==> config.mk <==
export PLATFORM = sky130hd
export DESIGN_NAME = psr_front_flat
export DESIGN_NICKNAME = d
export VERILOG_FILES = /design/src/hdl/psr_pkg.sv /design/src/hdl/psr_if.sv /design/src/hdl/psr_front.sv /design/src/flat_wrapper.sv
export SDC_FILE = /design/constraint.sdc
export NUM_CORES = 1
export LEC_CHECK = 0
export BUFFER_PORTS_ARGS = -buffer_cell sky130_fd_sc_hd__buf_2
export CAP_MARGIN = 25
export CORE_MARGIN = 2
export CORE_UTILIZATION = 40
export DETAILED_ROUTE_END_ITERATION = 6
export GPL_TIMING_DRIVEN = 0
export PLACE_DENSITY = 0.68
export SYNTH_ARGS = -nofsm -noshare
export SYNTH_HDL_FRONTEND = slang
export SYNTH_SLANG_ARGS = --single-unit
==> constraint.sdc <==
create_clock -name clk -period 14.5 [get_ports clk]
set_clock_uncertainty 0.15 [all_clocks]
set_input_delay 2.175 -clock clk [delete_from_list [all_inputs] [get_ports clk]]
set_output_delay 2.175 -clock clk [all_outputs]
set_load 0.01 [all_outputs]
==> src/hdl/psr_pkg.sv <==
// Package: shared constants, types and helpers for the point sprite rasterizer
`default_nettype none
package psr_pkg;
  localparam int COLUMNS        = 1024;
  localparam int COL_W          = $clog2(COLUMNS);
  localparam int MAX_POINT_SIZE = 8;
  localparam int SIZE_W         = 4;
  localparam int QDEPTH         = 2;
  localparam int ONE_FX         = 65536;
  localparam int HALF_FX        = 32768;

  typedef enum logic {CMD_LOAD = 1'b0, CMD_DRAW = 1'b1} cmd_t;

  typedef enum logic [2:0] {
    REG_FOCAL_LENGTH = 3'd0,
    REG_FOCAL_ASPECT = 3'd1,
    REG_HALF_WIDTH   = 3'd2,
    REG_HALF_HEIGHT  = 3'd3,
    REG_SCREEN_X_MIN = 3'd4,
    REG_SCREEN_X_MAX = 3'd5,
    REG_WINDOW_Y_MIN = 3'd6,
    REG_WINDOW_Y_MAX = 3'd7
  } reg_idx_t;

  typedef struct packed {
    logic [31:0] focal_length;
    logic [31:0] focal_aspect;
    logic [31:0] half_width;
    logic [31:0] half_height;
    logic [9:0]  screen_x_min;
    logic [9:0]  screen_x_max;
    logic [9:0]  window_y_min;
    logic [9:0]  window_y_max;
  } cfg_t;

  // Draw job handed from the front to the back end
  typedef struct packed {
    logic signed [31:0] vx;
    logic signed [31:0] vy;
    logic signed [31:0] vz;
    logic [7:0]         color;
    logic [3:0]         size;
  } job_t;

  typedef enum logic [3:0] {
    ST_IDLE, ST_MULX, ST_DIVX, ST_PROJX, ST_MULY, ST_DIVY, ST_PROJY,
    ST_READ, ST_TEST, ST_EMIT
  } be_state_t;

  // Clamp a signed value into an unsigned 10-bit window
  function automatic logic [9:0] clamp10(input logic signed [17:0] v,
                                         input logic [9:0] lo,
                                         input logic [9:0] hi);
    logic [9:0] r;
    if (v < $signed({8'd0, lo}))      r = lo;
    else if (v > $signed({8'd0, hi})) r = hi;
    else                              r = v[9:0];
    return r;
  endfunction
endpackage
`default_nettype wire

==> src/hdl/psr_if.sv <==
// Interfaces: input and result channels
`default_nettype none
interface psr_in_if;
  import psr_pkg::*;
  logic               valid;
  logic               ready;
  logic               cmd;
  logic [9:0]         column;
  logic signed [31:0] column_depth;
  logic signed [15:0] column_top;
  logic signed [15:0] column_bottom;
  logic signed [31:0] vertex_x;
  logic signed [31:0] vertex_y;
  logic signed [31:0] vertex_z;
  logic [7:0]         color;
  logic [3:0]         point_size;
  logic               end_of_batch;
  modport source (output valid, cmd, column, column_depth, column_top, column_bottom,
                  vertex_x, vertex_y, vertex_z, color, point_size, end_of_batch,
                  input ready);
  modport sink (input valid, cmd, column, column_depth, column_top, column_bottom,
                vertex_x, vertex_y, vertex_z, color, point_size, end_of_batch,
                output ready);
endinterface

`default_nettype wire

==> src/hdl/psr_front.sv <==
// Front end: accept items, write the column table, queue draw jobs
`default_nettype none
module psr_front
  import psr_pkg::*;
(
  input  wire logic        clk,
  input  wire logic        rst_n,
  psr_in_if.sink           in_ch,
  output logic             job_valid,
  output job_t             job,
  input  wire logic        job_pop,
  input  wire logic        tbl_busy,
  output logic             tbl_we,
  output logic [COL_W-1:0] tbl_waddr,
  output logic [63:0]      tbl_wdata
);
  job_t                 q_mem [QDEPTH];
  logic [$clog2(QDEPTH):0] cnt_r;
  logic [$clog2(QDEPTH)-1:0] wp_r, rp_r;
  logic acc, push, drop;
  logic [3:0] sz;

  // Hold a load until every earlier draw has read the column table
  assign in_ch.ready = (cnt_r != QDEPTH[$clog2(QDEPTH):0]) &&
                       ((in_ch.cmd == CMD_DRAW) || ((cnt_r == '0) && !tbl_busy));
  assign acc  = in_ch.valid && in_ch.ready;
  // Drop transparent and near points at the door
  assign drop = (in_ch.color == 8'd0) || (in_ch.vertex_z <= $signed(ONE_FX));
  assign push = acc && (in_ch.cmd == CMD_DRAW) && !drop;

  always_comb begin
    if (in_ch.point_size == 4'd0)                       sz = 4'd1;
    else if (in_ch.point_size > MAX_POINT_SIZE[3:0])    sz = MAX_POINT_SIZE[3:0];
    else                                                sz = in_ch.point_size;
  end

  assign tbl_we    = acc && (in_ch.cmd == CMD_LOAD);
  assign tbl_waddr = in_ch.column[COL_W-1:0];
  assign tbl_wdata = {in_ch.column_depth, in_ch.column_top, in_ch.column_bottom};

  always_ff @(posedge clk) begin
    if (push) q_mem[wp_r] <= '{vx: in_ch.vertex_x, vy: in_ch.vertex_y,
                              vz: in_ch.vertex_z, color: in_ch.color, size: sz};
  end

  always_ff @(posedge clk) begin
    if (!rst_n) begin
      cnt_r <= '0;
      wp_r  <= '0;
      rp_r  <= '0;
    end else begin
      if (push) wp_r <= wp_r + 1'b1;
      if (job_pop) rp_r <= rp_r + 1'b1;
      cnt_r <= cnt_r + {{$clog2(QDEPTH){1'b0}}, push} - {{$clog2(QDEPTH){1'b0}}, job_pop};
    end
  end

  assign job_valid = (cnt_r != '0);
  assign job       = q_mem[rp_r];
endmodule
`default_nettype wire

==> src/flat_wrapper.sv <==
// flat-port wrapper written by rule: the top's interface ports become plain ports
module psr_front_flat import psr_pkg::*;
  (clk, rst_n, job_valid, job, job_pop, tbl_busy, tbl_we, tbl_waddr, tbl_wdata, in_ch_valid, in_ch_cmd, in_ch_column, in_ch_column_depth, in_ch_column_top, in_ch_column_bottom, in_ch_vertex_x, in_ch_vertex_y, in_ch_vertex_z, in_ch_color, in_ch_point_size, in_ch_end_of_batch, in_ch_ready);
  psr_in_if in_ch_i ();
  input  wire logic clk;
  input  wire logic rst_n;
  output logic job_valid;
  output job_t job;
  input  wire logic job_pop;
  input  wire logic tbl_busy;
  output logic tbl_we;
  output logic [COL_W-1:0] tbl_waddr;
  output logic [63:0] tbl_wdata;
  input wire logic [$bits(in_ch_i.valid)-1:0] in_ch_valid;
  input wire logic [$bits(in_ch_i.cmd)-1:0] in_ch_cmd;
  input wire logic [$bits(in_ch_i.column)-1:0] in_ch_column;
  input wire logic [$bits(in_ch_i.column_depth)-1:0] in_ch_column_depth;
  input wire logic [$bits(in_ch_i.column_top)-1:0] in_ch_column_top;
  input wire logic [$bits(in_ch_i.column_bottom)-1:0] in_ch_column_bottom;
  input wire logic [$bits(in_ch_i.vertex_x)-1:0] in_ch_vertex_x;
  input wire logic [$bits(in_ch_i.vertex_y)-1:0] in_ch_vertex_y;
  input wire logic [$bits(in_ch_i.vertex_z)-1:0] in_ch_vertex_z;
  input wire logic [$bits(in_ch_i.color)-1:0] in_ch_color;
  input wire logic [$bits(in_ch_i.point_size)-1:0] in_ch_point_size;
  input wire logic [$bits(in_ch_i.end_of_batch)-1:0] in_ch_end_of_batch;
  output wire logic [$bits(in_ch_i.ready)-1:0] in_ch_ready;
  assign in_ch_i.valid = in_ch_valid;
  assign in_ch_i.cmd = in_ch_cmd;
  assign in_ch_i.column = in_ch_column;
  assign in_ch_i.column_depth = in_ch_column_depth;
  assign in_ch_i.column_top = in_ch_column_top;
  assign in_ch_i.column_bottom = in_ch_column_bottom;
  assign in_ch_i.vertex_x = in_ch_vertex_x;
  assign in_ch_i.vertex_y = in_ch_vertex_y;
  assign in_ch_i.vertex_z = in_ch_vertex_z;
  assign in_ch_i.color = in_ch_color;
  assign in_ch_i.point_size = in_ch_point_size;
  assign in_ch_i.end_of_batch = in_ch_end_of_batch;
  assign in_ch_ready = in_ch_i.ready;
  psr_front u_core (.clk(clk), .rst_n(rst_n), .in_ch(in_ch_i), .job_valid(job_valid), .job(job), .job_pop(job_pop), .tbl_busy(tbl_busy), .tbl_we(tbl_we), .tbl_waddr(tbl_waddr), .tbl_wdata(tbl_wdata));
endmodule
==> metrics.md <==
| Metric | Value |
|---|---|
| Outcome | `completed` |
| Unique cell type count in the Yosys netlist | `30` |
| Post-synthesis sequential area ratio | `75.2%` |
| Pwr/cell area | `123 nW/um2` |
| Crit. End Element | `primary output` |
| RD Place Congestion | `0.737` |
| Critical Path Start Type | `primary input` |
| Clock buffer depth | `3` |
| Starting Density | `40.4%` |
| Met2 GRT Util | `27.4%` |
| Crit Path Category | `primary input to primary output` |
| Vias in the first global route | `5320` |
| Largest net degree at the start of global routing | `18` |
| Cts repair resizes | `0` |
| GRT busiest layer | `met2` |
| Syn Std Cell Area | `8760 um2` |
| Postcts setup bufs | `0` |
| I/O pins | `374` |
| DPL Wire Length | `13800 um` |
| Final hold violations | `0` |
| Max cap viols | `0` |
| Final setup margin | `9.39 ns` |
| CTS Root Cell | `clkbuf_16` |
| Cts bufs inserted | `24` |
| Worst vdd rail ir drop | `0.101 mV` |
| Clock power share | `37.6%` |
| Hold buffers post-CTS | `0` |
| Post-layout util | `53.5%` |
| I/O Buffers | `298` |
| Hold Slack | `0.425 ns` |
| Met3 GRT Util | `4.76%` |
| Worst-Skew Late Latency | `0.49 ns` |
| Comb pwr share | `a little under an eighth` |
| Die ar. | `23100 um2` |
| Pwr Total | `0.00143 W` |
| Nets | `996` |
| Clock sink count | `221` |
| Core ar. | `approximately 22000 um2` |
| Drt total wl | `about 19000 um` |
| DRC viols | `0` |
| Final worst path period need | `5.11 ns` |
| Async SR Flop Fraction | `0%` |
| Grt met1 use | `18.2%` |
| Non-Filler Instances | `1100` |
| Hold Crit Depth | `2` |
| Worst flop-to-flop path startpoint | `u_core.cnt_r[0]` |
| Clock input transition at the sequential cells of the worst setup and hold paths | `0.05 ns` |
| Internal power | `0.00112 W` |
| DR pass1 iterations | `4` |
| P_sw | `~0.00031 W` |
| Highest clock rate | `196 MHz` |
| GRT Util Overall | `15.7%` |
| Share of cells above drive strength 1 | `between 60% and 70%` |
| Area delta synth->final | `32.6%` |
| Drt via density | `4.66` |
| Commonest non-fill, non-tap cell in the layout | `buf_2` |
| HP Class | `flop to flop` |
| Endpoint, Worst Hold | `u_core.rp_r` |
| Final period util | `35.2%` |
| H-tree Lvls | `1` |
| Flop-to-flop setup slack | `11.77 ns` |
| Synth Flop Type | `edfxtp_1` |
| Rel. slew slack | `47.4%` |
| DP Worst Slack | `around 9.4 ns` |
| Initial antenna violation count | `2` |
| Setup-failing EPs final | `0` |
| GR Overflow Total | `0` |
| Seq pwr share | `about 50%` |
| Antenna viol nets, final | `0` |
| Register bit total from synthesis | `221` |
| Leak Pwr | `4.57 nW` |
| Placed insts | `about 1100` |
| Post-Synthesis Net Count | `approximately 660` |
| Worst Path Arrival | `2.78 ns` |
| CTS tree | `built` |
| First-pass GRT wire length | `28900 um` |
| Hold_sp | `u_core.rp_r` |
| Most frequent cells in the layout | `buf_2 (310), edfxtp_1 (216), mux2_2 (108), buf_4 (74), clkbuf_16 (25)` |
| Post-synth EDFFs | `~220` |
| Vert. Die Dim | `152 um` |
| RSZ-0062 raised after global routing | `no` |
| Reg2Reg Depth | `6` |
| Critical Path RT | `12.18 ns` |
| Slew @ Worst Pin | `just under 0.8 ns` |
| Crit Path Max Fanout | `2` |
| Syn_area_per_cell | `18.8 um2` |
| Switching part of the total | `21.9%` |
| WL per Instance | `17.0 um` |
| Worst R2R End | `u_core.q_mem[0][79]` |
| Number of DRC markers in iteration 0 | `about 180` |
| Synth Instances | `467` |
| Slew Viols, Final | `0` |
| Vias after detailed routing | `~5000` |
| FP Rows | `54` |
| Yosys warning count | `0` |
| Die X | `152 um` |
power groups by stage:
stage / logic (W) / registers [W] / clock network [W]
2_1_floorplan: 0.0000921 / 0.000744 / 0
3_3_place_gp: 0.000160 / 0.000748 / 0
3_5_place_dp: 0.000170 / 0.000740 / 0
4_1_cts: 0.000171 / 0.000726 / 0.000553
5_1_grt: 0.000182 / 0.000727 / 0.000578
6_report: 0.000167 / 0.000726 / 0.000538
how the worst max path moves through the flow:
| stage | from | to | slack (ns) |
|---|---|---|---|
| after floorplan | in_ch_vertex_z[31] | u_core.q_mem[0][0] | 3.06 |
| after global placement | in_ch_vertex_z[31] | u_core.q_mem[1][63] | -2.26 |
| after detailed placement | tbl_busy | tbl_we | 9.40 |
| after CTS | tbl_busy | tbl_we | 9.39 |
| after global routing | tbl_busy | tbl_we | 9.29 |
| final | tbl_busy | tbl_we | 9.39 |
flip-flops by register name (all words and copies together), names as in the netlist, named ones only:
signal	flops
u_core.q_mem	216
u_core.wp_r	1
u_core.rp_r	1
u_core.cnt_r	2
kinds of logic after synthesis:
group	count (synthesis)	synth area share, %
DFF	221	75.2
muxes	108	13.9
buffers and inverters	90	7.20
and+or+nand+nor	35	2.47
AOI/OAI and AO/OA	8	0.643
xor gates and xnor gates	3	0.300
adders and majority gates	2	0.286
critical path, stage by stage:
cell     delay [ns]
buf_2          0.09
nor2_1         0.08
nor2_1         0.04
nor2_1         0.11
and3b_1        0.16
buf_2          0.12
per-layer routing:
metal / wire [um] / vias up
met5: 13 / -
met4: 607 / 2
met3: 1480 / 49
met2: 9410 / 231
met1: 7170 / 2434
li1: - / 2407
layout make-up:
type | instances | area [um2]
buffer | 87 | 619
multi-input combinational | 156 | 1570
sequential | 221 | 6590
fill | 1800 | 10100
antenna | 1 | 2.50
clock buffer | 30 | 644
clock inverter | 10 | 43.8
timing repair buffer | 312 | 1790
tap | 280 | 350
inverter | 3 | 11.3
synth_stat cells (all sizes together), types with 2 or more instances:
master | count | area share, %
nor4 | 7 | 0.50
inv | 3 | 0.13
and2 | 5 | 0.36
mux2 | 108 | 14
xnor2 | 2 | 0.20
nand3b | 2 | 0.17
nor2b | 3 | 0.21
nand4 | 2 | 0.14
buf | 86 | 7.0
ha | 2 | 0.29
edfxtp | 216 | 74
a211oi | 2 | 0.17
nor2 | 8 | 0.34
o21ai | 2 | 0.11
dfxtp | 5 | 1.1
per-stage QoR:
| stage | cell area [um2] | TNS, ns |
|---|---|---|
| floorplan | 8760 | 0 |
| global placement | 10600 | -485.81 |
| detailed placement | 10900 | 0 |
| CTS | 11600 | 0 |
| global route | 11600 | 0 |
| finish | 11600 | 0 |
Note: power is estimated with default switching activity, not from simulation.
